`src/design/bglr_pkg.sv`:
```
`default_nettype none
// ----------------------------------------------------------------------------
// Background line renderer package
// Shared constants, codes, structs and small helper functions.
// ----------------------------------------------------------------------------
package bglr_pkg;

	localparam int EXT_PALETTE_SLOTS = 4;
	localparam int SCREEN_SPAN       = 512;
	localparam int EXT_DEPTH         = EXT_PALETTE_SLOTS * 4096;
	localparam int EXT_AW            = $clog2(EXT_DEPTH);
	localparam int STD_DEPTH         = 256;

	typedef enum logic [2:0] {
		OP_PAL_WR    = 3'd0,
		OP_EXT_WR    = 3'd1,
		OP_MAP_ADDR  = 3'd2,
		OP_CHAR_ADDR = 3'd3,
		OP_RENDER    = 3'd4
	} op_t;

	typedef enum logic [2:0] {
		REG_CHAR_BASE  = 3'd0,
		REG_MAP_BASE   = 3'd1,
		REG_SCREEN     = 3'd2,
		REG_COLOUR_256 = 3'd3,
		REG_EXT_EN     = 3'd4,
		REG_EXT_SLOT   = 3'd5,
		REG_SCROLL_X   = 3'd6,
		REG_SCROLL_Y   = 3'd7
	} cfg_idx_t;

	typedef struct packed {
		logic [18:0] char_base;
		logic [18:0] map_base;
		logic [1:0]  bg_layout;
		logic        colour_256;
		logic        ext_enable;
		logic [1:0]  ext_slot;
		logic [8:0]  scroll_x;
		logic [8:0]  scroll_y;
	} cfg_t;

	typedef struct packed {
		logic              en;
		logic              std_we;
		logic              ext_we;
		logic [7:0]        std_addr;
		logic [EXT_AW-1:0] ext_addr;
		logic [15:0]       wdata;
	} pal_req_t;

	typedef struct packed {
		logic        valid;
		logic        is_pix;
		logic        use_ext;
		logic        transparent;
		logic        last;
		logic [19:0] address;
		logic [7:0]  pixel_x;
	} res_meta_t;

	// fold a background coordinate back into the screen span
	function automatic logic [8:0] wrap_span(input logic [9:0] v);
		logic [9:0] t;
		t = v;
		for (int k = 0; k < 3; k++) begin
			if (t >= 10'(SCREEN_SPAN))
				t = t - 10'(SCREEN_SPAN);
		end
		return t[8:0];
	endfunction

	// wrap an extended palette slot onto the slots that exist
	function automatic logic [1:0] slot_wrap(input logic [1:0] s);
		logic [2:0] t;
		t = {1'b0, s};
		for (int k = 0; k < 3; k++) begin
			if (t >= 3'(EXT_PALETTE_SLOTS))
				t = t - 3'(EXT_PALETTE_SLOTS);
		end
		return t[1:0];
	endfunction

endpackage
`default_nettype wire

```
`src/design/bglr_req_if.sv`:
```
`default_nettype none
// ----------------------------------------------------------------------------
// Request channel
// Valid/ready channel carrying one operation transaction.
// ----------------------------------------------------------------------------
interface bglr_req_if;
	logic        valid;
	logic        ready;
	logic [2:0]  operation;
	logic [7:0]  line;
	logic [4:0]  tile_column;
	logic [15:0] map_entry;
	logic [63:0] row_pixels;
	logic [7:0]  palette_entry;
	logic [5:0]  palette_bank;
	logic [15:0] palette_colour;

	modport source (output valid, operation, line, tile_column, map_entry, row_pixels,
		palette_entry, palette_bank, palette_colour, input ready);
	modport sink (input valid, operation, line, tile_column, map_entry, row_pixels,
		palette_entry, palette_bank, palette_colour, output ready);
endinterface
`default_nettype wire

```
`src/design/bglr_seq.sv`:
```
`default_nettype none
// ----------------------------------------------------------------------------
// Operation sequencer
// Input register, then a stage that steps render items through their eight pixels and
// works out palette accesses and VRAM offsets.
// ----------------------------------------------------------------------------
module bglr_seq (
	input  logic               clk,
	input  logic               arst_n,
	bglr_req_if.sink           req,
	input  bglr_pkg::cfg_t     cfg,
	input  logic               adv,
	output bglr_pkg::pal_req_t pal_req,
	output bglr_pkg::res_meta_t meta
);
	import bglr_pkg::*;

	logic        valid_s1;
	logic [2:0]  op_s1;
	logic [7:0]  line_s1;
	logic [4:0]  col_s1;
	logic [15:0] entry_s1;
	logic [63:0] row_s1;
	logic [7:0]  pe_s1;
	logic [5:0]  bank_s1;
	logic [15:0] pcol_s1;

	logic        valid_s2;
	logic [2:0]  op_s2;
	logic [7:0]  line_s2;
	logic [4:0]  col_s2;
	logic [15:0] entry_s2;
	logic [63:0] row_s2;
	logic [7:0]  pe_s2;
	logic [5:0]  bank_s2;
	logic [15:0] pcol_s2;
	logic [2:0]  cnt_s2;

	logic        done;
	logic        load_s2;

	logic [8:0]  y;
	logic [8:0]  x;
	logic [2:0]  r;
	logic [19:0] map_addr;
	logic [19:0] char_addr;
	logic [19:0] y_step;
	logic [19:0] x_step;
	logic [2:0]  j;
	logic [7:0]  idx8;
	logic [3:0]  idx4;
	logic [7:0]  idx;
	logic [1:0]  slot;
	logic [7:0]  px;
	logic        use_ext;

	assign done    = valid_s2 && ((op_s2 != OP_RENDER) || (cnt_s2 == 3'd7));
	assign load_s2 = adv && (!valid_s2 || done);
	assign req.ready = !valid_s1 || load_s2;

	always_ff @(posedge clk or negedge arst_n) begin
		if (!arst_n) begin
			valid_s1 <= 1'b0;
		end else if (req.valid && req.ready) begin
			valid_s1 <= 1'b1;
		end else if (load_s2) begin
			valid_s1 <= 1'b0;
		end
	end

	always_ff @(posedge clk) begin
		if (req.valid && req.ready) begin
			op_s1    <= req.operation;
			line_s1  <= req.line;
			col_s1   <= req.tile_column;
			entry_s1 <= req.map_entry;
			row_s1   <= req.row_pixels;
			pe_s1    <= req.palette_entry;
			bank_s1  <= req.palette_bank;
			pcol_s1  <= req.palette_colour;
		end
	end

	always_ff @(posedge clk or negedge arst_n) begin
		if (!arst_n) begin
			valid_s2 <= 1'b0;
			cnt_s2   <= 3'd0;
		end else if (load_s2) begin
			valid_s2 <= valid_s1;
			cnt_s2   <= 3'd0;
		end else if (adv && valid_s2) begin
			cnt_s2 <= cnt_s2 + 3'd1;
		end
	end

	always_ff @(posedge clk) begin
		if (load_s2) begin
			op_s2    <= op_s1;
			line_s2  <= line_s1;
			col_s2   <= col_s1;
			entry_s2 <= entry_s1;
			row_s2   <= row_s1;
			pe_s2    <= pe_s1;
			bank_s2  <= bank_s1;
			pcol_s2  <= pcol_s1;
		end
	end

	// background coordinates and VRAM offsets
	assign y = wrap_span(10'(line_s2) + 10'(cfg.scroll_y));
	assign x = wrap_span({2'b00, col_s2, 3'b000} + 10'(cfg.scroll_x));
	assign y_step = (y[8] && cfg.bg_layout[1]) ?
		(cfg.bg_layout[0] ? 20'h01000 : 20'h00800) : 20'h00000;
	assign x_step = (x[8] && cfg.bg_layout[0]) ? 20'h00800 : 20'h00000;
	assign map_addr = 20'(cfg.map_base) + {9'b0, y[7:3], 6'b0} + {14'b0, x[7:3], 1'b0}
		+ y_step + x_step;
	assign r = entry_s2[11] ? ~y[2:0] : y[2:0];
	assign char_addr = cfg.colour_256 ?
		(20'(cfg.char_base) + {4'b0, entry_s2[9:0], 6'b0} + {14'b0, r, 3'b0}) :
		(20'(cfg.char_base) + {5'b0, entry_s2[9:0], 5'b0} + {15'b0, r, 2'b0});

	// pixel beat
	assign j       = cnt_s2;
	assign idx8    = row_s2[{j, 3'b000} +: 8];
	assign idx4    = row_s2[{j, 2'b00} +: 4];
	assign idx     = cfg.colour_256 ? idx8 : {4'b0000, idx4};
	assign slot    = slot_wrap(cfg.ext_slot);
	assign use_ext = cfg.colour_256 && cfg.ext_enable;
	assign px      = {col_s2, entry_s2[10] ? ~j : j};

	always_comb begin
		pal_req.en     = adv && valid_s2;
		pal_req.std_we = 1'b0;
		pal_req.ext_we = 1'b0;
		pal_req.std_addr = cfg.colour_256 ? idx8 : {entry_s2[15:12], idx4};
		pal_req.ext_addr = EXT_AW'({slot, entry_s2[15:12], idx8});
		pal_req.wdata  = pcol_s2;

		meta.valid       = 1'b0;
		meta.is_pix      = 1'b0;
		meta.use_ext     = 1'b0;
		meta.transparent = 1'b0;
		meta.last        = 1'b1;
		meta.address     = 20'd0;
		meta.pixel_x     = 8'd0;

		case (op_s2)
			OP_PAL_WR: begin
				pal_req.std_we   = 1'b1;
				pal_req.std_addr = pe_s2;
			end
			OP_EXT_WR: begin
				// drop writes to slots that do not exist
				pal_req.ext_we   = 3'({1'b0, bank_s2[5:4]}) < 3'(EXT_PALETTE_SLOTS);
				pal_req.ext_addr = EXT_AW'({bank_s2, pe_s2});
			end
			OP_MAP_ADDR: begin
				meta.valid   = valid_s2;
				meta.address = map_addr;
			end
			OP_CHAR_ADDR: begin
				meta.valid   = valid_s2;
				meta.address = char_addr;
			end
			OP_RENDER: begin
				meta.valid       = valid_s2;
				meta.is_pix      = 1'b1;
				meta.use_ext     = use_ext;
				meta.transparent = (idx == 8'd0);
				meta.last        = (j == 3'd7);
				meta.pixel_x     = px;
			end
			default: begin
			end
		endcase
	end

	a_cnt_render: assert property (@(posedge clk) disable iff (!arst_n)
		(cnt_s2 != 3'd0) |-> (valid_s2 && (op_s2 == OP_RENDER)))
		else $error("beat count set outside a render item");

	a_hold_stall: assert property (@(posedge clk) disable iff (!arst_n)
		(valid_s2 && !adv) |=> (valid_s2 && $stable(cnt_s2)))
		else $error("sequencer moved during a stall");

	a_capture: assert property (@(posedge clk) disable iff (!arst_n)
		(req.valid && req.ready) |=> valid_s1)
		else $error("accepted transaction not held in input stage");

endmodule
`default_nettype wire

```
`src/flat_wrapper.sv`:
```
// flat-port wrapper written by rule: the top's interface ports become plain ports
module bglr_seq_flat import bglr_pkg::*;
  (clk, arst_n, cfg, adv, pal_req, meta, req_valid, req_operation, req_line, req_tile_column, req_map_entry, req_row_pixels, req_palette_entry, req_palette_bank, req_palette_colour, req_ready);
  bglr_req_if req_i ();
  input  logic clk;
  input  logic arst_n;
  input  bglr_pkg::cfg_t cfg;
  input  logic adv;
  output bglr_pkg::pal_req_t pal_req;
  output bglr_pkg::res_meta_t meta;
  input wire logic [$bits(req_i.valid)-1:0] req_valid;
  input wire logic [$bits(req_i.operation)-1:0] req_operation;
  input wire logic [$bits(req_i.line)-1:0] req_line;
  input wire logic [$bits(req_i.tile_column)-1:0] req_tile_column;
  input wire logic [$bits(req_i.map_entry)-1:0] req_map_entry;
  input wire logic [$bits(req_i.row_pixels)-1:0] req_row_pixels;
  input wire logic [$bits(req_i.palette_entry)-1:0] req_palette_entry;
  input wire logic [$bits(req_i.palette_bank)-1:0] req_palette_bank;
  input wire logic [$bits(req_i.palette_colour)-1:0] req_palette_colour;
  output wire logic [$bits(req_i.ready)-1:0] req_ready;
  assign req_i.valid = req_valid;
  assign req_i.operation = req_operation;
  assign req_i.line = req_line;
  assign req_i.tile_column = req_tile_column;
  assign req_i.map_entry = req_map_entry;
  assign req_i.row_pixels = req_row_pixels;
  assign req_i.palette_entry = req_palette_entry;
  assign req_i.palette_bank = req_palette_bank;
  assign req_i.palette_colour = req_palette_colour;
  assign req_ready = req_i.ready;
  bglr_seq u_core (.clk(clk), .arst_n(arst_n), .req(req_i), .cfg(cfg), .adv(adv), .pal_req(pal_req), .meta(meta));
endmodule
```
`config.mk`:
```
export PLATFORM = sky130hd
export DESIGN_NAME = bglr_seq_flat
export DESIGN_NICKNAME = d
export VERILOG_FILES = /design/src/design/bglr_pkg.sv /design/src/design/bglr_req_if.sv /design/src/design/bglr_seq.sv /design/src/flat_wrapper.sv
export SDC_FILE = /design/constraint.sdc
export NUM_CORES = 1
export LEC_CHECK = 0
export BUFFER_PORTS_ARGS = -buffer_cell sky130_fd_sc_hd__buf_4
export CORE_MARGIN = 1
export CORE_UTILIZATION = 59
export DETAILED_ROUTE_END_ITERATION = 6
export GPL_TIMING_DRIVEN = 0
export PLACE_DENSITY = 0.86
export SYNTH_ARGS = -nofsm -noshare
export SYNTH_HDL_FRONTEND = slang
export SYNTH_SLANG_ARGS = --single-unit
```
`constraint.sdc`:
```
create_clock -name clk -period 13 [get_ports clk]
set_input_delay 1.3 -clock clk [delete_from_list [all_inputs] [get_ports clk]]
set_output_delay 1.3 -clock clk [all_outputs]
set_load 0.05 [all_outputs]
```
[Word-level counts from Yosys, hierarchy flattened]
Cells that the tools add are included.
Storage, ports and cells
  register bits: 257
  latch bits: 0
  memory bits (writable): 0
  memory bits (read-only): 0
  input bits: 192
  output and inout port bits: 75
  logic and storage cells: 95
  memories: 0
Cells by class
  add/subtract/negate cells: 17
  multiply operators: 0
  div/mod/pow operators: 0
  order comparisons: 6
  equal/unequal tests: 6
  shifts and indexed selects: 2
  muxes and demuxes: 26
  bitwise operators: 2
  reductions and logical operators: 17
Operators with widths (number)
  $shiftx A64 B6 Y4: 1
  $shiftx A64 B7 Y8: 1
  $ge A10 B10 Y1 const B: 6
  $add A20 B20 Y20: 2
  $add A20 B6 Y20: 2
  $mux W10: 4
  $mux W20: 2
  $pmux W20 S2: 1
  $sub A10 B10 Y10 const B: 4
  $mux W8: 4
  $add A19 B11 Y20: 1
  $add A19 B15 Y20: 1
  $add A19 B16 Y20: 1
  $add A20 B5 Y20: 1
  $add A8 B9 Y10: 2
  $mux W9: 2
  $sub A9 B1 Y9 const B: 2
  $mux W14: 1
  $mux W13: 1
  $mux W12: 1
  $mux W3: 4
  $logic_not A8 Y1: 1
  $logic_and A1 B1 Y1: 7
  $eq A3 B2 Y1 const B: 2
  other kinds (12): 22

[Logic depth before layout (Yosys ltp)]
  depth after elaboration: 12
  mapped depth: 20
  gate-level depth less buffers: 20

[Least setup slack after synthesis]
Ideal clock, no wire load.
  path kind: input to output
  start: in cfg[0] in the netlist's numbering
  end: out meta[24] in the netlist's numbering
  arrival time: 5.239 ns
  path slack: 6.461 ns
  stages: 19
  buffers on the path: 0
  cell sequence: ha_1 > inv_1 > fa_1 > nor2b_1 > o21ai_0 > a21boi_1 > o21ai_0 > nand2b_1 > a31oi_1 > mux2_2 > fa_1 > inv_1 > ha_1 > a21o_1 > a21oi_1 > nand3_1 > o2111a_1 > xnor2_1 > o22ai_1
RTL lines
  start, declared: RTL line flat_wrapper.sv:7  | input bglr_pkg::cfg_t cfg;
  end, declared: RTL line flat_wrapper.sv:10  | output bglr_pkg::res_meta_t meta;

==> impl_metrics.toml <==
[grt]
gr-total-overflow = 0
grt_pass1_vias = 8211
grt_pass1_wl_microns = 44600
grt_usage_pct = 29.3
antenna_found_initial = 0
grt_max_degree = 65

[detailed_routing]
drcViolationCount = 0
routedWlPerCell_microns = 21.8
avgViaCountPerCell = 5.87
drt_iter0_drc = 1064
drt_pass1_iterations = 6
vias = 8224
wl_microns = 30500
drtAntennaViolNets = 0

[synthesis]
synth.area.top_cells = "edfxtp_1 63%, ha_1 6.7%, mux4_2 4.5%"
synth_top_area_share_pct = 63.4
ys_seq_area_share_pct = 64.4
syn_area_per_cell_sq_um = 14.5
synth_edf_count = 252
synthCells = 825
synth_cell_types = 65
synth_top_flop_cell = "edfxtp_1"
syn_area_sq_um = 11900
synth_seq_cells = 257
synthesis.nets = 1087
async_reset_ff_share_pct = 1.95
yosys.area.top_type = "edfxtp_1"
yosysWarnings = 0

[power]
swShare_pct = 26.9
peakVddDrop_mv = 0.166
p_per_area_nw_per_um2 = 144
p_seq_share_pct = 45.5
power_leakage_nw = 6.07
pwr-share-comb_pct = 20.3
switching_power_uw = 588
pwr-share-clk_pct = 34.2
power.internal_mw = 1.60

[layout]
nets = 1379
fill_cells = 1121
fin_cells = 1401
num_antenna_cells = 0
drive_above_1_share_pct = 31.3
syn2layout_area_growth_pct = 27.0

[worst_setup_path]
path_buf_inv = 4
slowest_delay_ns = 0.48
cpLargestDelayFamily = "compound AO/OA/AOI/OAI gates"
cp_max_fo = 6
crit_chain = "buf_4, ha_1, inv_1, fa_1, nor2b_1, o21ai_0, a21boi_1, o21ai_0, nand2b_1, a31oi_1, mux2_2, fa_1, inv_1, ha_1, nand4_1, a211oi_1, a21oi_1, a21oi_1, xor2_1, a22oi_1, o21ai_1, buf_4"
start_kind = "primary input"
cp.required_ns = 11.70
end_kind = "output pin"
r2r_slack_ns = 9.99
slowest_stage = "fa_1"
cp.arrival_ns = 5.58
criticalPathCategory = "in -> out"

[sta]
worst_pin_slew_ns = 0.872
period_needed_ns = 6.88
finalSetupViolCount = 0
hold_viol_final = 0
clock_skew_ns = 0.00869
rsz0062_at_grt = "no"
worst_slack_ns = 6.12
report.final.slew_viol_count = 0
slew_headroom_pct = 41.8
fmax_mhz = 145
setup_tns_ns = 0
period_share_pct = 52.9

[die]
die_x_microns = 144
coreArea_sq_um = 19700
top_level_ports = 267
die_area_sq_um = 20800
die_h_microns = 144
start_util_pct = 60.7
rows = 51

[flow_run]
cap_violations = 0

[cts]
cts_buffer_depth = 3
cts_made_buffers = 25
clk-insertion-delay-late_ns = 0.52
hold_buffers = 0
cts_max_level = 1
root_buffer = "clkbuf_16"
cts_setup_buffers = 0
clkTransAtPathRegs_ns = 0.06
cts_resized = 0
cts.sinks = 257
cts_tree = "yes"

[status]
status = "complete, no violations"

[placement]
hpwl_microns = 21400
pre_cts_ws_ns = 6.15
dp_cells = 1355
port_buffers = 263
place_congestion = 0.848

[hold_path]
hp-class = "reg -> reg"
-- cell type report --
cell class                      instances  area (sq um)  area share, %
Clock buffer                           32           672           4.43
Tap cell                              265           332           2.19
Multi-Input combinational cell        512          4020           26.5
Buffer                                 18          82.6          0.545
Timing Repair Buffer                  265          2030           13.4
Sequential cell                       257          7690           50.7
Clock inverter                         14           184           1.21
Inverter                               38           148          0.974
-- logic make-up after synthesis --
family | count (synthesis) | share of synthesized area [%]
AOI/OAI and AO/OA | 173 | 9.35
xor gates and xnor gates | 45 | 3.30
and+or+nand+nor | 184 | 7.35
adders and majority gates | 70 | 7.71
buffers and inverters | 56 | 1.89
muxes | 40 | 5.96
DFF | 257 | 64.4
-- flip-flops by register name, indices dropped and copies added (netlist names) --
name,count
u_core.op_s2,3
u_core.bank_s2,6
u_core.pe_s1,8
u_core.line_s2,8
u_core.entry_s2,16
u_core.row_s2,64
u_core.row_s1,64
u_core.col_s2,5
u_core.pe_s2,8
u_core.pcol_s2,16
u_core.valid_s1,1
u_core.col_s1,5
u_core.entry_s1,16
u_core.bank_s1,6
u_core.op_s1,3
u_core.valid_s2,1
u_core.cnt_s2,3
u_core.line_s1,8
u_core.pcol_s1,16
-- routing by layer --
| layer | part of all wire [%] | global-route usage [%] | up-vias |
|---|---|---|---|
| met3 | 9.9 | 7.12 | 85 |
| met1 | 36 | 34.4 | 3883 |
| met2 | 51 | 52.6 | 501 |
| met4 | 3.1 | 9.75 | 0 |
| met5 | 0 | 0 | - |
| li1 | - | - | 3755 |
-- worst paths after layout --
path	start	endpoint	cells after the start
hold reg to reg	u_core.row_s1[42]	u_core.row_s2[42]	0
setup reg to reg	u_core.op_s2[0]	u_core.entry_s1[9]	8
setup / recovery	cfg[0]	meta[23]	22
min in group asynchronous	arst_n	u_core.cnt_s2[2]	1
hold / removal	u_core.row_s1[42]	u_core.row_s2[42]	0
max in group asynchronous	arst_n	u_core.valid_s1	1
-- synth_stat cells (all sizes together) (3+ instances only) --
cell type,number
a211o,4
a211oi,6
a21o,11
a21oi,48
a22oi,3
a31o,3
a31oi,5
and2,4
and3,12
buf,7
clkbuf,11
dfrtp,5
edfxtp,252
fa,6
ha,64
inv,37
mux2,9
mux2i,7
mux4,24
nand2,43
nand2b,17
nand3,11
nand4,6
nor2,64
nor2b,10
nor3,8
o211ai,6
o21a,3
o21ai,41
o21bai,3
o22ai,10
o31ai,9
or3,3
xnor2,26
xor2,19
-- layout by cell type (no fill, tap or decap), types with 4 or more instances in the layout --
master,Yosys,final
o31ai_1,9,9
o22ai_1,10,10
a21o_1,11,11
ha_1,64,64
dfrtp_1,5,5
nand4_1,6,6
o21ai_0,34,34
clkinv_2,0,5
buf_4,1,264
xnor2_1,26,26
nand2b_1,17,17
a21oi_1,48,48
a211oi_1,6,6
nand2_1,43,43
nor2_1,64,64
nand3_1,11,11
o211ai_1,6,6
mux2i_1,7,7
o21ai_1,6,6
nor2b_1,9,9
edfxtp_1,252,252
and3_1,11,11
inv_1,37,36
bufinv_16,0,4
clkbuf_16,0,25
a31oi_1,5,5
mux4_2,24,24
fa_1,6,6
clkbuf_1,11,16
nor3_1,8,8
xor2_1,19,19
mux2_2,9,9
-- per-stage QoR --
stage	hold WS, ns	util, %	instance area [sq um]	power (mW)
after floorplan	0.400	-	11900	1.30
after global placement	0.401	72.5	14200	1.44
after detailed placement	0.405	72.8	14300	1.45
after CTS	0.417	77.1	15200	2.19
after global routing	0.421	77.1	15200	2.26
final	0.415	77.1	15200	2.18
-- power by group through the flow --
stage	logic (mW)	registers [mW]	clock network, mW
floorplan	0.280	1.02	0
global placement	0.427	1.01	0
detailed placement	0.438	1.01	0
CTS	0.443	0.993	0.754
global route	0.481	0.996	0.786
finish	0.444	0.994	0.747
(Power assumes the default switching activity.)
