==> config.mk <==
export PLATFORM = sky130hd
export DESIGN_NAME = bglr_out_flat
export DESIGN_NICKNAME = d
export VERILOG_FILES = /design/src/design/bglr_pkg.sv /design/src/design/bglr_rsp_if.sv /design/src/design/bglr_out.sv /design/src/flat_wrapper.sv
export SDC_FILE = /design/constraint.sdc
export NUM_CORES = 1
export LEC_CHECK = 0
export BUFFER_PORTS_ARGS = -buffer_cell sky130_fd_sc_hd__buf_4
export CAP_MARGIN = 20
export CORE_MARGIN = 4
export CORE_UTILIZATION = 24
export CTS_BUF_LIST = sky130_fd_sc_hd__clkbuf_4 sky130_fd_sc_hd__clkbuf_8
export CTS_CLUSTER_DIAMETER = 80
export DETAILED_ROUTE_END_ITERATION = 6
export HOLD_SLACK_MARGIN = 0.03
export PLACE_DENSITY = 0.55
export SLEW_MARGIN = 10
export SYNTH_ARGS = -nofsm -noshare
export SYNTH_HDL_FRONTEND = slang
export SYNTH_SLANG_ARGS = --single-unit
export TNS_END_PERCENT = 20
==> constraint.sdc <==
create_clock -name clk -period 4.15 [get_ports clk]
set_input_delay 0.6225 -clock clk [delete_from_list [all_inputs] [get_ports clk]]
set_output_delay 0.6225 -clock clk [all_outputs]
set_load 0.01 [all_outputs]
==> src/design/bglr_pkg.sv <==
`default_nettype none
// ----------------------------------------------------------------------------
// Background line renderer package
// Shared constants, codes, structs and small helper functions.
// ----------------------------------------------------------------------------
package bglr_pkg;

	localparam int EXT_PALETTE_SLOTS = 4;
	localparam int SCREEN_SPAN       = 512;
	localparam int EXT_DEPTH         = EXT_PALETTE_SLOTS * 4096;
	localparam int EXT_AW            = $clog2(EXT_DEPTH);
	localparam int STD_DEPTH         = 256;

	typedef enum logic [2:0] {
		OP_PAL_WR    = 3'd0,
		OP_EXT_WR    = 3'd1,
		OP_MAP_ADDR  = 3'd2,
		OP_CHAR_ADDR = 3'd3,
		OP_RENDER    = 3'd4
	} op_t;

	typedef enum logic [2:0] {
		REG_CHAR_BASE  = 3'd0,
		REG_MAP_BASE   = 3'd1,
		REG_SCREEN     = 3'd2,
		REG_COLOUR_256 = 3'd3,
		REG_EXT_EN     = 3'd4,
		REG_EXT_SLOT   = 3'd5,
		REG_SCROLL_X   = 3'd6,
		REG_SCROLL_Y   = 3'd7
	} cfg_idx_t;

	typedef struct packed {
		logic [18:0] char_base;
		logic [18:0] map_base;
		logic [1:0]  bg_layout;
		logic        colour_256;
		logic        ext_enable;
		logic [1:0]  ext_slot;
		logic [8:0]  scroll_x;
		logic [8:0]  scroll_y;
	} cfg_t;

	typedef struct packed {
		logic              en;
		logic              std_we;
		logic              ext_we;
		logic [7:0]        std_addr;
		logic [EXT_AW-1:0] ext_addr;
		logic [15:0]       wdata;
	} pal_req_t;

	typedef struct packed {
		logic        valid;
		logic        is_pix;
		logic        use_ext;
		logic        transparent;
		logic        last;
		logic [19:0] address;
		logic [7:0]  pixel_x;
	} res_meta_t;

	// fold a background coordinate back into the screen span
	function automatic logic [8:0] wrap_span(input logic [9:0] v);
		logic [9:0] t;
		t = v;
		for (int k = 0; k < 3; k++) begin
			if (t >= 10'(SCREEN_SPAN))
				t = t - 10'(SCREEN_SPAN);
		end
		return t[8:0];
	endfunction

	// wrap an extended palette slot onto the slots that exist
	function automatic logic [1:0] slot_wrap(input logic [1:0] s);
		logic [2:0] t;
		t = {1'b0, s};
		for (int k = 0; k < 3; k++) begin
			if (t >= 3'(EXT_PALETTE_SLOTS))
				t = t - 3'(EXT_PALETTE_SLOTS);
		end
		return t[1:0];
	endfunction

endpackage
`default_nettype wire

==> src/design/bglr_rsp_if.sv <==
`default_nettype none
// ----------------------------------------------------------------------------
// Result channel
// Valid/ready channel carrying one address or pixel transaction.
// ----------------------------------------------------------------------------
interface bglr_rsp_if;
	logic        valid;
	logic        ready;
	logic [19:0] address;
	logic [7:0]  pixel_x;
	logic [15:0] colour;
	logic        transparent;
	logic        last;

	modport source (output valid, address, pixel_x, colour, transparent, last, input ready);
	modport sink (input valid, address, pixel_x, colour, transparent, last, output ready);
endinterface
`default_nettype wire

==> src/design/bglr_out.sv <==
`default_nettype none
// ----------------------------------------------------------------------------
// Output stage
// Picks the palette colour, applies transparency and holds the result.
// ----------------------------------------------------------------------------
module bglr_out (
	input  logic                clk,
	input  logic                arst_n,
	input  bglr_pkg::res_meta_t meta_s3,
	input  logic [15:0]         std_rd_s3,
	input  logic [15:0]         ext_rd_s3,
	output logic                adv,
	bglr_rsp_if.source          rsp
);
	import bglr_pkg::*;

	logic        valid_s4;
	logic [19:0] address_s4;
	logic [7:0]  pixel_x_s4;
	logic [15:0] colour_s4;
	logic        transparent_s4;
	logic        last_s4;
	logic [15:0] colour;

	assign adv = !valid_s4 || rsp.ready;

	always_comb begin
		if (!meta_s3.is_pix || meta_s3.transparent)
			colour = 16'd0;
		else if (meta_s3.use_ext)
			colour = ext_rd_s3;
		else
			colour = std_rd_s3;
	end

	always_ff @(posedge clk or negedge arst_n) begin
		if (!arst_n) begin
			valid_s4 <= 1'b0;
		end else if (adv) begin
			valid_s4 <= meta_s3.valid;
		end
	end

	always_ff @(posedge clk) begin
		if (adv) begin
			address_s4     <= meta_s3.address;
			pixel_x_s4     <= meta_s3.pixel_x;
			colour_s4      <= colour;
			transparent_s4 <= meta_s3.transparent;
			last_s4        <= meta_s3.last;
		end
	end

	assign rsp.valid       = valid_s4;
	assign rsp.address     = address_s4;
	assign rsp.pixel_x     = pixel_x_s4;
	assign rsp.colour      = colour_s4;
	assign rsp.transparent = transparent_s4;
	assign rsp.last        = last_s4;

	a_transp_black: assert property (@(posedge clk) disable iff (!arst_n)
		(valid_s4 && transparent_s4) |-> (colour_s4 == 16'd0))
		else $error("transparent pixel with nonzero colour");

	a_pix_no_addr: assert property (@(posedge clk) disable iff (!arst_n)
		(valid_s4 && !last_s4) |-> (address_s4 == 20'd0))
		else $error("pixel transaction carries an address");

	a_addr_opaque: assert property (@(posedge clk) disable iff (!arst_n)
		(valid_s4 && (address_s4 != 20'd0)) |-> (!transparent_s4 && last_s4))
		else $error("address transaction with pixel flags");

endmodule
`default_nettype wire
==> src/flat_wrapper.sv <==
// flat-port wrapper written by rule: the top's interface ports become plain ports
module bglr_out_flat import bglr_pkg::*;
  (clk, arst_n, meta_s3, std_rd_s3, ext_rd_s3, adv, rsp_valid, rsp_address, rsp_pixel_x, rsp_colour, rsp_transparent, rsp_last, rsp_ready);
  bglr_rsp_if rsp_i ();
  input  logic clk;
  input  logic arst_n;
  input  bglr_pkg::res_meta_t meta_s3;
  input  logic [15:0] std_rd_s3;
  input  logic [15:0] ext_rd_s3;
  output logic adv;
  output wire logic [$bits(rsp_i.valid)-1:0] rsp_valid;
  output wire logic [$bits(rsp_i.address)-1:0] rsp_address;
  output wire logic [$bits(rsp_i.pixel_x)-1:0] rsp_pixel_x;
  output wire logic [$bits(rsp_i.colour)-1:0] rsp_colour;
  output wire logic [$bits(rsp_i.transparent)-1:0] rsp_transparent;
  output wire logic [$bits(rsp_i.last)-1:0] rsp_last;
  input wire logic [$bits(rsp_i.ready)-1:0] rsp_ready;
  assign rsp_valid = rsp_i.valid;
  assign rsp_address = rsp_i.address;
  assign rsp_pixel_x = rsp_i.pixel_x;
  assign rsp_colour = rsp_i.colour;
  assign rsp_transparent = rsp_i.transparent;
  assign rsp_last = rsp_i.last;
  assign rsp_i.ready = rsp_ready;
  bglr_out u_core (.clk(clk), .arst_n(arst_n), .meta_s3(meta_s3), .std_rd_s3(std_rd_s3), .ext_rd_s3(ext_rd_s3), .adv(adv), .rsp(rsp_i));
endmodule
# [Word level (Yosys, flattened, before mapping)]
# Cells that the tools add are included.
[op_classes] muxes=1 n_reduce_logical=4
[op_table] cell="two-way mux 16 bit" count=1
[op_table] cell="zero test 1 bit" count=2
[op_table] cell="logical OR 1 bit" count=2
[totals] register_bits=47 input_bits=68 word_cells=11

# [Depth between registers and ports, before layout]
# Gate-level depths: netlist of the first run.
[logic_depth] ltp_word=2 depth_mapped=4 mapped_depth_nobuf=2

# [Worst setup path after synthesis of the first run]
# No wires, ideal clock.
[synth_timing] path_kind="input-to-output" start="in rsp_ready" end="out adv" arrival_time_ns=1.856 t_required_ns=3.527 slack_ns=1.672 stages=1 path_cell_list="nand2b_1"
[synth_via] elab_chain_cells=1
[synth_rtl] element="from (decl)" line="flat_wrapper.sv:17" source="input wire logic [$bits(rsp_i.ready)-1:0] rsp_ready;"
[synth_rtl] element="logical OR 1 bit" line="bglr_out.sv:25" source="assign adv = !valid_s4 || rsp.ready;"
[synth_rtl] element="to (decl)" line="flat_wrapper.sv:10" source="output logic adv;"
# No other way between the ends.

# [Worst setup path after layout of the first run]
# Same ends and word-level chain as after synthesis.

==> results of run 1 <==
[flip-flops by register name, summed over array words and instances (netlist names)]
register	flops
u_core.rsp.address	20
u_core.rsp.colour	16
u_core.rsp.last	1
u_core.rsp.pixel_x	8
u_core.rsp.transparent	1
u_core.rsp.valid	1
[cell families after synthesis]
logic type             Yosys count
buffers and inverters            4
flip-flops                      47
multiplexers                    16
AND/OR/NAND/NOR                 19
[worst max-delay path by stage]
stage | startpoint | end | slack [ps] | cells past startpoint
finish | rsp_ready | adv | 2470 | 3
global route | rsp_ready | adv | 2440 | 3
CTS | rsp_ready | adv | 2460 | 3
detailed placement | rsp_ready | u_core.rsp.colour[13] | 2430 | 3
global placement | rsp_ready | u_core.rsp.colour[13] | 2430 | 3
floorplan | rsp_ready | adv | 1670 | 1
[cell usage after synthesis]
library cell	count	area (um2)
edfxtp_1	46	1380
mux2i_1	16	160
nor2_1	16	60.1
nand2b_1	3	18.8
buf_6	2	22.5
buf_12	1	20.0
clkbuf_2	1	5.00
dfrtp_1	1	25.0
[metrics by stage]
step / instances / total power [mW]
3_5_place_dp: 294 / 0.739
4_1_cts: 302 / 1.01
5_1_grt: 302 / 1.05
2_1_floorplan: 86 / 0.633
3_3_place_gp: 294 / 0.737
6_report: 302 / 0.994
[cell type report]
cell class                      instances  area, um2
Fill cell                             686       4100
Clock buffer                            6       76.3
Timing Repair Buffer                  116        871
Tap cell                               96        120
Clock inverter                          2       12.5
Sequential cell                        47       1410
Multi-Input combinational cell         35        241
[routing by layer]
| metal | up-vias | track usage (%) |
|---|---|---|
| li1 | 553 | - |
| met1 | 527 | 10.9 |
| met2 | 82 | 16.2 |
| met3 | 5 | 5.00 |
| met4 | 0 | 3.34 |
| met5 | - | 0 |
[layout by cell type, fill, tap and decap left out]
cell / synthesis / final
dfrtp_1: 1 / 1
edfxtp_1: 46 / 46
nor2_1: 16 / 16
nand2b_2: 0 / 1
buf_4: 0 / 116
nand2b_1: 3 / 2
clkinvlp_4: 0 / 1
mux2i_1: 16 / 16
clkinv_2: 0 / 1
clkbuf_8: 0 / 5
clkbuf_4: 0 / 1
[power by group through the flow]
stage,sequential [mW],combinational [mW],clock (mW)
6_report,0.571,0.153,0.270
5_1_grt,0.574,0.165,0.309
4_1_cts,0.571,0.157,0.282
3_5_place_dp,0.582,0.157,0
3_3_place_gp,0.582,0.156,0
2_1_floorplan,0.602,0.0313,0
[worst register-to-register path: stages (launching register included)]
cell,delay (ps)
dfrtp_1,420
nand2b_2,100
buf_4,480
==> key figures, run 1 <==
Logic synthesis
  • Distinct cells, synth: 8
  • Largest family of logic cells by synthesized area: multiplexers
  • Mux cell area share after synthesis: 9.46%
  • Yosys warns: 0
  • Post-Synth Simple-Gate Area: 4.66%
  • Compound-gate portion of the synthesized area: 0%
  • Post-synthesis cell area: 1690 um2
  • Post-synthesis average cell area: 19.7 um2
  • Syn nets: 154
  • Fraction of the mapped netlist area in adder cells: 0%
  • Seq/Total Area, Yosys: 83.1%
  • Synthesis-stage register bit count: 47
  • Post-synthesis xor/xnor area fraction: 0%
  • Post-Synthesis Cells: 86

Power and ir drop
  • Comb pwr share: 15.4%
  • Clock network fraction of total power: 27.2%
  • Internal power: 0.775 mW
  • Leak pwr: 1.22 nW
  • Maximum vdd ir drop: 0.120 mV
  • Register share of total power: 57.4%
  • P_sw: 0.219 mW
  • PwrDens: 364 nW/um2
  • Switching Share: 22.1%

Worst setup path
  • Reg2reg path depth: 2
  • Buf/Inv on CP: 2
  • Worst setup EP type: output port
  • Startpoint Class: input port
  • Setup CP Type: in -> out
  • Reg-to-reg critical path endpoint: u_core.rsp.colour[14]
  • Top Family by Delay on Critical Path: buffers and inverters
  • Delay of the slowest critical-path stage: 180 ps
  • Worst path cell trace: buf_4 -> nand2b_2 -> buf_4
  • WP data arrival: 1050 ps
  • Worst EP required: 3530 ps
  • Slowest-stage cell, CP: nand2b_2
  • CP Max Fanout: 2
  • CP dominant cell by count: buf_4
  • Reg2reg setup slack: 2770 ps
  • R2R Path Start: u_core.rsp.valid

Timing
  • Min cycle time layout: 1680 ps
  • FMAX: 0.597 GHz
  • Worst slew pin tran: 586 ps
  • Hold slack: 85.0 ps
  • Hold Violations, Final: 0
  • Slew Viols, Final: 0
  • Setup WS post-layout: 2470 ps
  • Final Skew: 5.46 ps
  • TNS Setup: 0 ps
  • RSZ-0062 raised after global routing: no
  • Final setup viols: 0
  • Max-slew headroom: 60.9%
  • Part of the cycle the worst path needs: 40.4%

Place
  • DP Area: 2640 um2
  • Dpl hpwl: 3.27 mm
  • GPL Wtd Cong: 0.648
  • Worst slack at placement: 2430 ps
  • Port bufs: 115

Outcome
  • Status: finished, final reports clean

Clock tree
  • CTS tree: done
  • TritonCTS Buffers: 5
  • PostCTS Resize Cnt: 0
  • Clk slew on worst S/H paths: 80 ps
  • H-tree Lvls: 2
  • CTS Sinks: 47
  • CTS Hold Bufs: 0
  • Clk_lat worst skew: 290 ps
  • CTS Buffer Depth: 2
  • Root buffer cell: clkbuf_8
  • Setup Fix Bufs, Post-CTS: 0

Route
  • Top metal layer carrying routed signals: met4
  • DRT Wirelength: 4.18 mm
  • Met2 routed WL: 1.96 mm
  • Met3 routed WL: 561 um
  • Vias: 1167
  • WL per Instance: 13.8 um
  • DR DRC count: 0
  • DR pass1 iterations: 4
  • Via density: 3.86
  • Drt first-iter violations: 23
  • Antenna viol nets, final: 0
  • Met1 Wirelength: 1.61 mm

Floorplan
  • Die H: 92.0 um
  • Die area: 8460 um2
  • Core Area: 6830 um2
  • Initial core utilization: 24.8%
  • Row cnt: 30
  • Die Wd: 92.0 um
  • Num ports: 116

GRT
  • GRT Util Overall: 9.81%
  • Largest net degree at the start of global routing: 48
  • Initial antenna violation count: 0
  • First-pass GRT wire length: 6.18 mm
  • Vias in the first global route: 1160
  • Gr ovfl total: 0

Job
  • # Max-Cap Violations: 0

Final layout
  • Final Cell Area: 2730 um2
  • Fraction of layout cells with a size suffix above 1: 60.7%
  • Final Util: 39.9%
  • Nets@finish: 273
  • Area delta synth->final: 61.1%
  • Ant diodes: 0

Min path
  • Hold crit path type: in -> async
Note: power is estimated with default switching activity, not from simulation.
==> run 2: changes to the inputs <==
--- a/config.mk
+++ b/config.mk
@@ -5,6 +5,7 @@
 export SDC_FILE = /design/constraint.sdc
 export NUM_CORES = 1
 export LEC_CHECK = 0
+export ABC_AREA = 1
 export BUFFER_PORTS_ARGS = -buffer_cell sky130_fd_sc_hd__buf_4
 export CAP_MARGIN = 20
 export CORE_MARGIN = 4
@@ -13,7 +14,7 @@
 export CTS_CLUSTER_DIAMETER = 80
 export DETAILED_ROUTE_END_ITERATION = 6
 export HOLD_SLACK_MARGIN = 0.03
-export PLACE_DENSITY = 0.55
+export PLACE_DENSITY = 0.56
 export SLEW_MARGIN = 10
 export SYNTH_ARGS = -nofsm -noshare
 export SYNTH_HDL_FRONTEND = slang
==> constraint.sdc (replaced) <==
create_clock -name clk -period 1.5 [get_ports clk]
set_input_delay 0.225 -clock clk [delete_from_list [all_inputs] [get_ports clk]]
set_output_delay 0.225 -clock clk [all_outputs]
set_load 0.01 [all_outputs]
==> run 2 against run 1 <==
Effect of this change: setup slack got worse by 2400 ps; synthesized cell count rose by 23%; area after synthesis rose by 4.4%; critical path type is now reg -> out.
==> key figures, run 2 <==
Job
  • # Max-Cap Violations: 0 (unchanged)

Timing
  • Part of the cycle the worst path needs: 92.7%
  • Hold Violations, Final: 0 (unchanged)
  • FMAX: 0.719 GHz
  • Slew Viols, Final: 0 (unchanged)
  • Final Skew: 3.77 ps (was 5.46 ps)
  • Max-slew headroom: 71.4% (was 60.9%)
  • TNS Setup: 0 ps (unchanged)
  • Min cycle time layout: 1390 ps
  • RSZ-0062 raised after global routing: no (unchanged)
  • Worst slew pin tran: 428 ps (was 586 ps)
  • Final setup viols: 0 (unchanged)

GRT
  • Largest net degree at the start of global routing: 49 (was 48)
  • First-pass GRT wire length: 6.58 mm (was 6.18 mm)
  • Gr ovfl total: 0 (unchanged)
  • GRT Util Overall: 9.96% (was 9.81%)
  • Initial antenna violation count: 0 (unchanged)
  • Vias in the first global route: 1290 (was 1160)

Logic synthesis
  • Primary FF master, synth: edfxtp_1 (unchanged)
  • Synth cell count leaders: edfxtp_1 (46), nand2_1 (24), a21oi_2 (10) (was edfxtp_1 (46), mux2i_1 (16), nor2_1 (16))
  • Most common cell in the netlist: edfxtp_1 (unchanged)
  • Post-synth top area share: 78.1% (was 81.6%)
  • Asr flop ratio synth: 2.13% (unchanged)
  • Post-synthesis average cell area: 16.7 um2 (was 19.7 um2)
  • Post-Synthesis Cells: 106 (was 86)
  • Synthesis-stage register bit count: 47 (unchanged)
  • Post-synth EDFFs: 46 (unchanged)
  • Seq/Total Area, Yosys: 79.5% (was 83.1%)
  • Post-synthesis cell area: 1770 um2 (was 1690 um2)
  • Distinct cells, synth: 12 (was 8)
  • Yosys warns: 0 (unchanged)
  • Most area-hungry cell type in the Yosys netlist: edfxtp_1 (unchanged)
  • Top post-synthesis cells by area: edfxtp_1 (78%), nand2_1 (5.1%), a21oi_2 (5.0%) (was edfxtp_1 (82%), mux2i_1 (9.5%), nor2_1 (3.5%))
  • Syn nets: 174 (was 154)

Worst setup path
  • Worst path cell trace: nand2_2 -> buf_12 -> buf_4 (was buf_4 -> nand2b_2 -> buf_4)
  • Worst EP required: 1270 ps (was 3530 ps)
  • CP Max Fanout: 24 (was 2)
  • Delay of the slowest critical-path stage: 390 ps (was 180 ps)
  • Top Family by Delay on Critical Path: flip-flops (was buffers and inverters)
  • Worst setup EP type: output port (unchanged)
  • Slowest-stage cell, CP: dfrtp_1 (was nand2b_2)
  • Buf/Inv on CP: 2 (unchanged)
  • Setup CP Type: reg -> out (was in -> out)
  • WP data arrival: 1170 ps (was 1050 ps)
  • Startpoint Class: flop (was input port)

Floorplan
  • Die H: 93.8 um (was 92.0 um)
  • Die area: 8800 um2 (was 8460 um2)
  • Num ports: 116 (unchanged)
  • Die Wd: 93.8 um (was 92.0 um)
  • Initial core utilization: 24.5% (was 24.8%)
  • Row cnt: 31 (was 30)
  • Core Area: 7210 um2 (was 6830 um2)

Min path
  • Hold crit path type: in -> reg (was in -> async)

Route
  • Antenna viol nets, final: 0 (unchanged)
  • WL per Instance: 14.5 um (was 13.8 um)
  • DR DRC count: 0 (unchanged)
  • Drt first-iter violations: 27 (was 23)
  • Via density: 3.96 (was 3.86)
  • DR pass1 iterations: 4 (unchanged)
  • DRT Wirelength: 4.73 mm (was 4.18 mm)
  • Vias: 1295 (was 1167)

Clock tree
  • CTS Buffer Depth: 2 (unchanged)
  • CTS tree: done (unchanged)
  • CTS Sinks: 47 (unchanged)
  • H-tree Lvls: 2 (unchanged)
  • Clk slew on worst S/H paths: 80 ps (about the same)
  • Setup Fix Bufs, Post-CTS: 0 (unchanged)
  • Clk_lat worst skew: 290 ps (about the same)
  • Root buffer cell: clkbuf_8 (unchanged)
  • TritonCTS Buffers: 5 (unchanged)

Place
  • Dpl cells: 317 (was 294)
  • GPL Wtd Cong: 0.705 (was 0.648)
  • Port bufs: 115 (unchanged)
  • DP Area: 2730 um2 (was 2640 um2)

Final layout
  • Commonest non-fill, non-tap cells in the layout: buf_4 (115), edfxtp_1 (46), nand2_1 (23) (was buf_4 (116), edfxtp_1 (46), mux2i_1 (16), nor2_1 (16), clkbuf_8 (5))
  • Final Cell Area: 2900 um2 (was 2730 um2)
  • Leading cell type in the layout, fill and taps excluded: buf_4 (unchanged)
  • Max FFs per register: 20 (unchanged)
  • Area delta synth->final: 64.1% (was 61.1%)
  • Nets@finish: 295 (was 273)
  • Final Util: 40.2% (was 39.9%)
  • Non-filler cells, final: 327 (was 302)
  • Fraction of layout cells with a size suffix above 1: 64.9% (was 60.7%)
  • Ant diodes: 0 (unchanged)

Outcome
  • Status: finished, final reports clean (unchanged)

Power and ir drop
  • Power, Total: 3.13 mW (was 0.994 mW)
  • PwrDens: 1080 nW/um2 (was 364 nW/um2)
  • Maximum vdd ir drop: 0.337 mV (was 0.120 mV)
  • Leak pwr: 1.28 nW (was 1.22 nW)
## run 2: changes by cell type after synthesis, sizes merged
cell and change:
clkbuf -1, nand2 +35, nor2 -16, buf +1
a21oi +16, mux2i -16, nand2b -3, inv +4
## run 2: report_power, final
group | internal [mW] | total (mW) | switching [mW]
sequential | 1.55 | 1.58 | 0.0261
clock | 0.684 | 1.09 | 0.408
combinational | 0.259 | 0.462 | 0.204
total | 2.49 | 3.13 | 0.638
## run 2: path summary, 6_finish.rpt
kind                            cells after the start  slack (ps)              from                    end
worst min register to register                      3         780  u_core.rsp.valid       u_core.rsp.valid
worst max register to register                      2         470  u_core.rsp.valid  u_core.rsp.pixel_x[0]
worst min-delay path                                1         100        meta_s3[5]  u_core.rsp.pixel_x[5]
max in group asynchronous                           2        1180            arst_n       u_core.rsp.valid
worst max-delay path                                3         110  u_core.rsp.valid                    adv
min in group asynchronous                           2         240            arst_n       u_core.rsp.valid
## run 2: layout make-up
| class | instances | area (um2) |
|---|---|---|
| fill | 724 | 4310 |
| inverter | 4 | 22.5 |
| timing repair buffer | 118 | 918 |
| sequential | 47 | 1410 |
| clock inverter | 2 | 60.1 |
| tap | 99 | 124 |
| multi-input combinational | 51 | 294 |
| clock buffer | 6 | 76.3 |
## run 2: worst register-to-register path, delay by kind of cell (launching register included)
kind | cells | cell delay (ps)
flip-flops | 1 | 390
buffers and inverters | 1 | 220
AND/OR/NAND/NOR | 1 | 130
## run 2: what timing repair did
item | in CTS | in global routing
endpoints found under the hold margin | 1 | 0
resized for setup | 0 | 0
endpoints found under the setup margin | 0 | 1
hold buffers | 1 | 0
## run 2: logic make-up (layout without fill, tap and decap cells)
group / count (synthesis) / after routing / share of synthesized area (%)
flip-flops: 47 / 47 / 79.5
AND/OR/NAND/NOR: 35 / 35 / 9.84
AO/OA/AOI/OAI: 16 / 16 / 6.65
buffers and inverters: 8 / 130 / 3.96
## run 2: routing by layer
metal | routed length (um) | global-route usage (%)
met5 | 0 | 0
met4 | 70 | 3.97
met3 | 628 | 4.49
met2 | 2110 | 15.7
met1 | 1920 | 11.8
## run 2: per-stage QoR
step	hold WS, ps	setup WS [ps]
final	104	109
after detailed placement	4.64	361
after CTS	91.2	26.4
after global routing	80.3	27.7
after global placement	4.20	373
after floorplan	-70.6	77.1
==> run 3: changes to the inputs <==
--- a/config.mk
+++ b/config.mk
@@ -8,6 +8,7 @@
 export ABC_AREA = 1
 export BUFFER_PORTS_ARGS = -buffer_cell sky130_fd_sc_hd__buf_4
 export CAP_MARGIN = 20
+export CORE_ASPECT_RATIO = 0.7
 export CORE_MARGIN = 4
 export CORE_UTILIZATION = 24
 export CTS_BUF_LIST = sky130_fd_sc_hd__clkbuf_4 sky130_fd_sc_hd__clkbuf_8
==> run 3 against run 2 <==
Effect of this change: maximum frequency increased by 1.0%; flip-flop and latch count unchanged; setup slack improved by 14 ps; count of clock-buffer cells in the layout increased by 1; first-iteration DRC count decreased by 37%; clock power decreased by 30%; critical path type unchanged; die area increased by 0.26%.
==> key figures, run 3 (synthesis results as in run 2) <==
Floorplan
  • Die Wd: 111 um (was 93.8 um)
  • Core Area: 6940 um2 (was 7210 um2)
  • Num ports: 116 (unchanged)
  • Die area: 8830 um2 (was 8800 um2)
  • Row cnt: 25 (was 31)
  • Initial core utilization: 25.5% (was 24.5%)
  • Die H: 79.8 um (was 93.8 um)

Worst setup path
  • Worst EP required: 1270 ps (about the same)
  • Reg2reg path depth: 2 (unchanged)
  • Startpoint Class: flop (unchanged)
  • Worst setup EP type: output port (unchanged)
  • WP data arrival: 1150 ps (was 1170 ps)
  • Setup CP Type: reg -> out (unchanged)
  • CP Max Fanout: 24 (unchanged)

Timing
  • TNS Setup: 0 ps (unchanged)
  • Slew Viols, Final: 0 (unchanged)
  • Max-slew headroom: 71.0% (was 71.4%)
  • Worst slew pin tran: 434 ps (was 428 ps)
  • Setup WS post-layout: 123 ps (was 109 ps)
  • Final Skew: 5.56 ps (was 3.77 ps)
  • FMAX: 0.726 GHz (was 0.719 GHz)
  • RSZ-0062 raised after global routing: no (unchanged)
  • Final setup viols: 0 (unchanged)
  • Part of the cycle the worst path needs: 91.8% (was 92.7%)
  • Min cycle time layout: 1380 ps (was 1390 ps)
  • Hold Violations, Final: 0 (unchanged)

Final layout
  • Max FFs per register: 20 (unchanged)
  • Area of the multi-input gates: 294 um2 (unchanged)
  • Final Cell Area: 2850 um2 (was 2900 um2)
  • Ant diodes: 0 (unchanged)
  • Commonest non-fill, non-tap cells in the layout: buf_4 (115), edfxtp_1 (46), nand2_1 (23) (unchanged)
  • Final Util: 41.0% (was 40.2%)
  • Leading cell type in the layout, fill and taps excluded: buf_4 (unchanged)
  • Storage element area: 1410 um2 (unchanged)
  • Area delta synth->final: 61.1% (was 64.1%)
  • Fraction of layout cells with a size suffix above 1: 64.9% (unchanged)
  • Fillers: 686 (was 724)
  • Nets@finish: 295 (unchanged)

Place
  • Port bufs: 115 (unchanged)
  • DP Area: 2720 um2 (was 2730 um2)
  • Worst slack at placement: 358 ps (was 361 ps)
  • Dpl hpwl: 3.38 mm
  • GPL Wtd Cong: 0.753 (was 0.705)

Route
  • Drt first-iter violations: 17 (was 27)
  • Vias: 1257 (was 1295)
  • DR pass1 iterations: 3 (was 4)
  • DR DRC count: 0 (unchanged)
  • DRT Wirelength: 4.50 mm (was 4.73 mm)
  • WL per Instance: 14.0 um (was 14.5 um)
  • Antenna viol nets, final: 0 (unchanged)
  • Via density: 3.90 (was 3.96)

Power and ir drop
  • Comb pwr share: 16.5% (was 14.8%)
  • PwrDens: 984 nW/um2 (was 1080 nW/um2)
  • P_sw: 0.630 mW (was 0.638 mW)
  • Leak pwr: 1.26 nW (was 1.28 nW)
  • Internal power: 2.17 mW (was 2.49 mW)
  • Switching Share: 22.5% (was 20.4%)
  • Power, Total: 2.80 mW (was 3.13 mW)
  • Clock network fraction of total power: 27.3% (was 34.9%)
  • Register share of total power: 56.2% (was 50.4%)
  • Maximum vdd ir drop: 0.321 mV (was 0.337 mV)

GRT
  • Gr ovfl total: 0 (unchanged)
  • First-pass GRT wire length: 6.87 mm (was 6.58 mm)
  • Initial antenna violation count: 0 (unchanged)
  • Largest net degree at the start of global routing: 49 (unchanged)
  • GRT Util Overall: 9.97% (was 9.96%)
  • Vias in the first global route: 1330 (was 1290)

Clock tree
  • CTS Sinks: 47 (unchanged)
  • Clk_lat worst skew: 290 ps (about the same)
  • Root buffer cell: clkbuf_8 (unchanged)
  • PostCTS Resize Cnt: 0 (unchanged)
  • CTS Buffer Depth: 2 (unchanged)
  • Clk slew on worst S/H paths: 80 ps (about the same)
  • H-tree Lvls: 2 (unchanged)
  • TritonCTS Buffers: 5 (unchanged)
  • CTS tree: done (unchanged)

Job
  • # Max-Cap Violations: 0 (unchanged)

Outcome
  • Status: finished, final reports clean (unchanged)

Min path
  • Hold Crit Depth: 1 (unchanged)
  • Hold crit path type: in -> reg (unchanged)
-- run 3: cell count changes in the layout (fill, tap and decap cells not counted), sizes merged --
cell,delta
clkinv,+1
bufinv,-2
clkbuf,+1
-- run 3: power groups by stage --
stage | sequential (mW) | clock, mW | combinational [mW]
4_1_cts | 1.58 | 0.802 | 0.463
3_3_place_gp | 1.61 | 0 | 0.457
6_report | 1.58 | 0.766 | 0.461
2_1_floorplan | 1.66 | 0 | 0.101
3_5_place_dp | 1.61 | 0 | 0.460
5_1_grt | 1.59 | 0.881 | 0.502
-- run 3: final cells by class --
type                    count  area share (%)
flip-flops and latches     47            49.4
repair buffers            118            32.2
multi-input cells          51            10.3
well taps                  94            4.13
clock buffers               7            2.94
inverters                   4           0.791
clock inverters             1           0.176
-- run 3: what timing repair did --
item	CTS	global route
endpoints found under the setup margin	0	1
hold endpoints to repair	1	0
hold buffers	1	0
setup buffers	0	0
-- run 3: worst paths after layout --
kind	start	endpoint	slack, ps
setup / recovery	u_core.rsp.valid	adv	120
hold / removal	meta_s3[25]	u_core.rsp.address[17]	110
setup reg to reg	u_core.rsp.valid	u_core.rsp.address[16]	470
hold reg to reg	u_core.rsp.valid	u_core.rsp.valid	800
max in group asynchronous	arst_n	u_core.rsp.valid	1150
min in group asynchronous	arst_n	u_core.rsp.valid	270
-- run 3: critical path: stages (launching register included) --
cell	delay (ps)
dfrtp_1	400
nand2_2	120
buf_12	190
buf_4	140
-- run 3: stage by stage --
stage	instances	hold WS [ps]
2_1_floorplan	106	-70.6
3_3_place_gp	312	1.70
3_5_place_dp	312	1.64
4_1_cts	321	94.8
5_1_grt	322	81.5
6_report	322	110
-- run 3: metal layers --
layer  global-route usage [%]  part of all wire, %  wire length, um  vias up
li1                         -                    -                -      614
met1                     12.5                   42             1890      573
met2                     14.1                   43             1950       68
met3                     6.82                   14              644        2
met4                     2.21                 0.38               17        0
met5                        0                    0                0        -
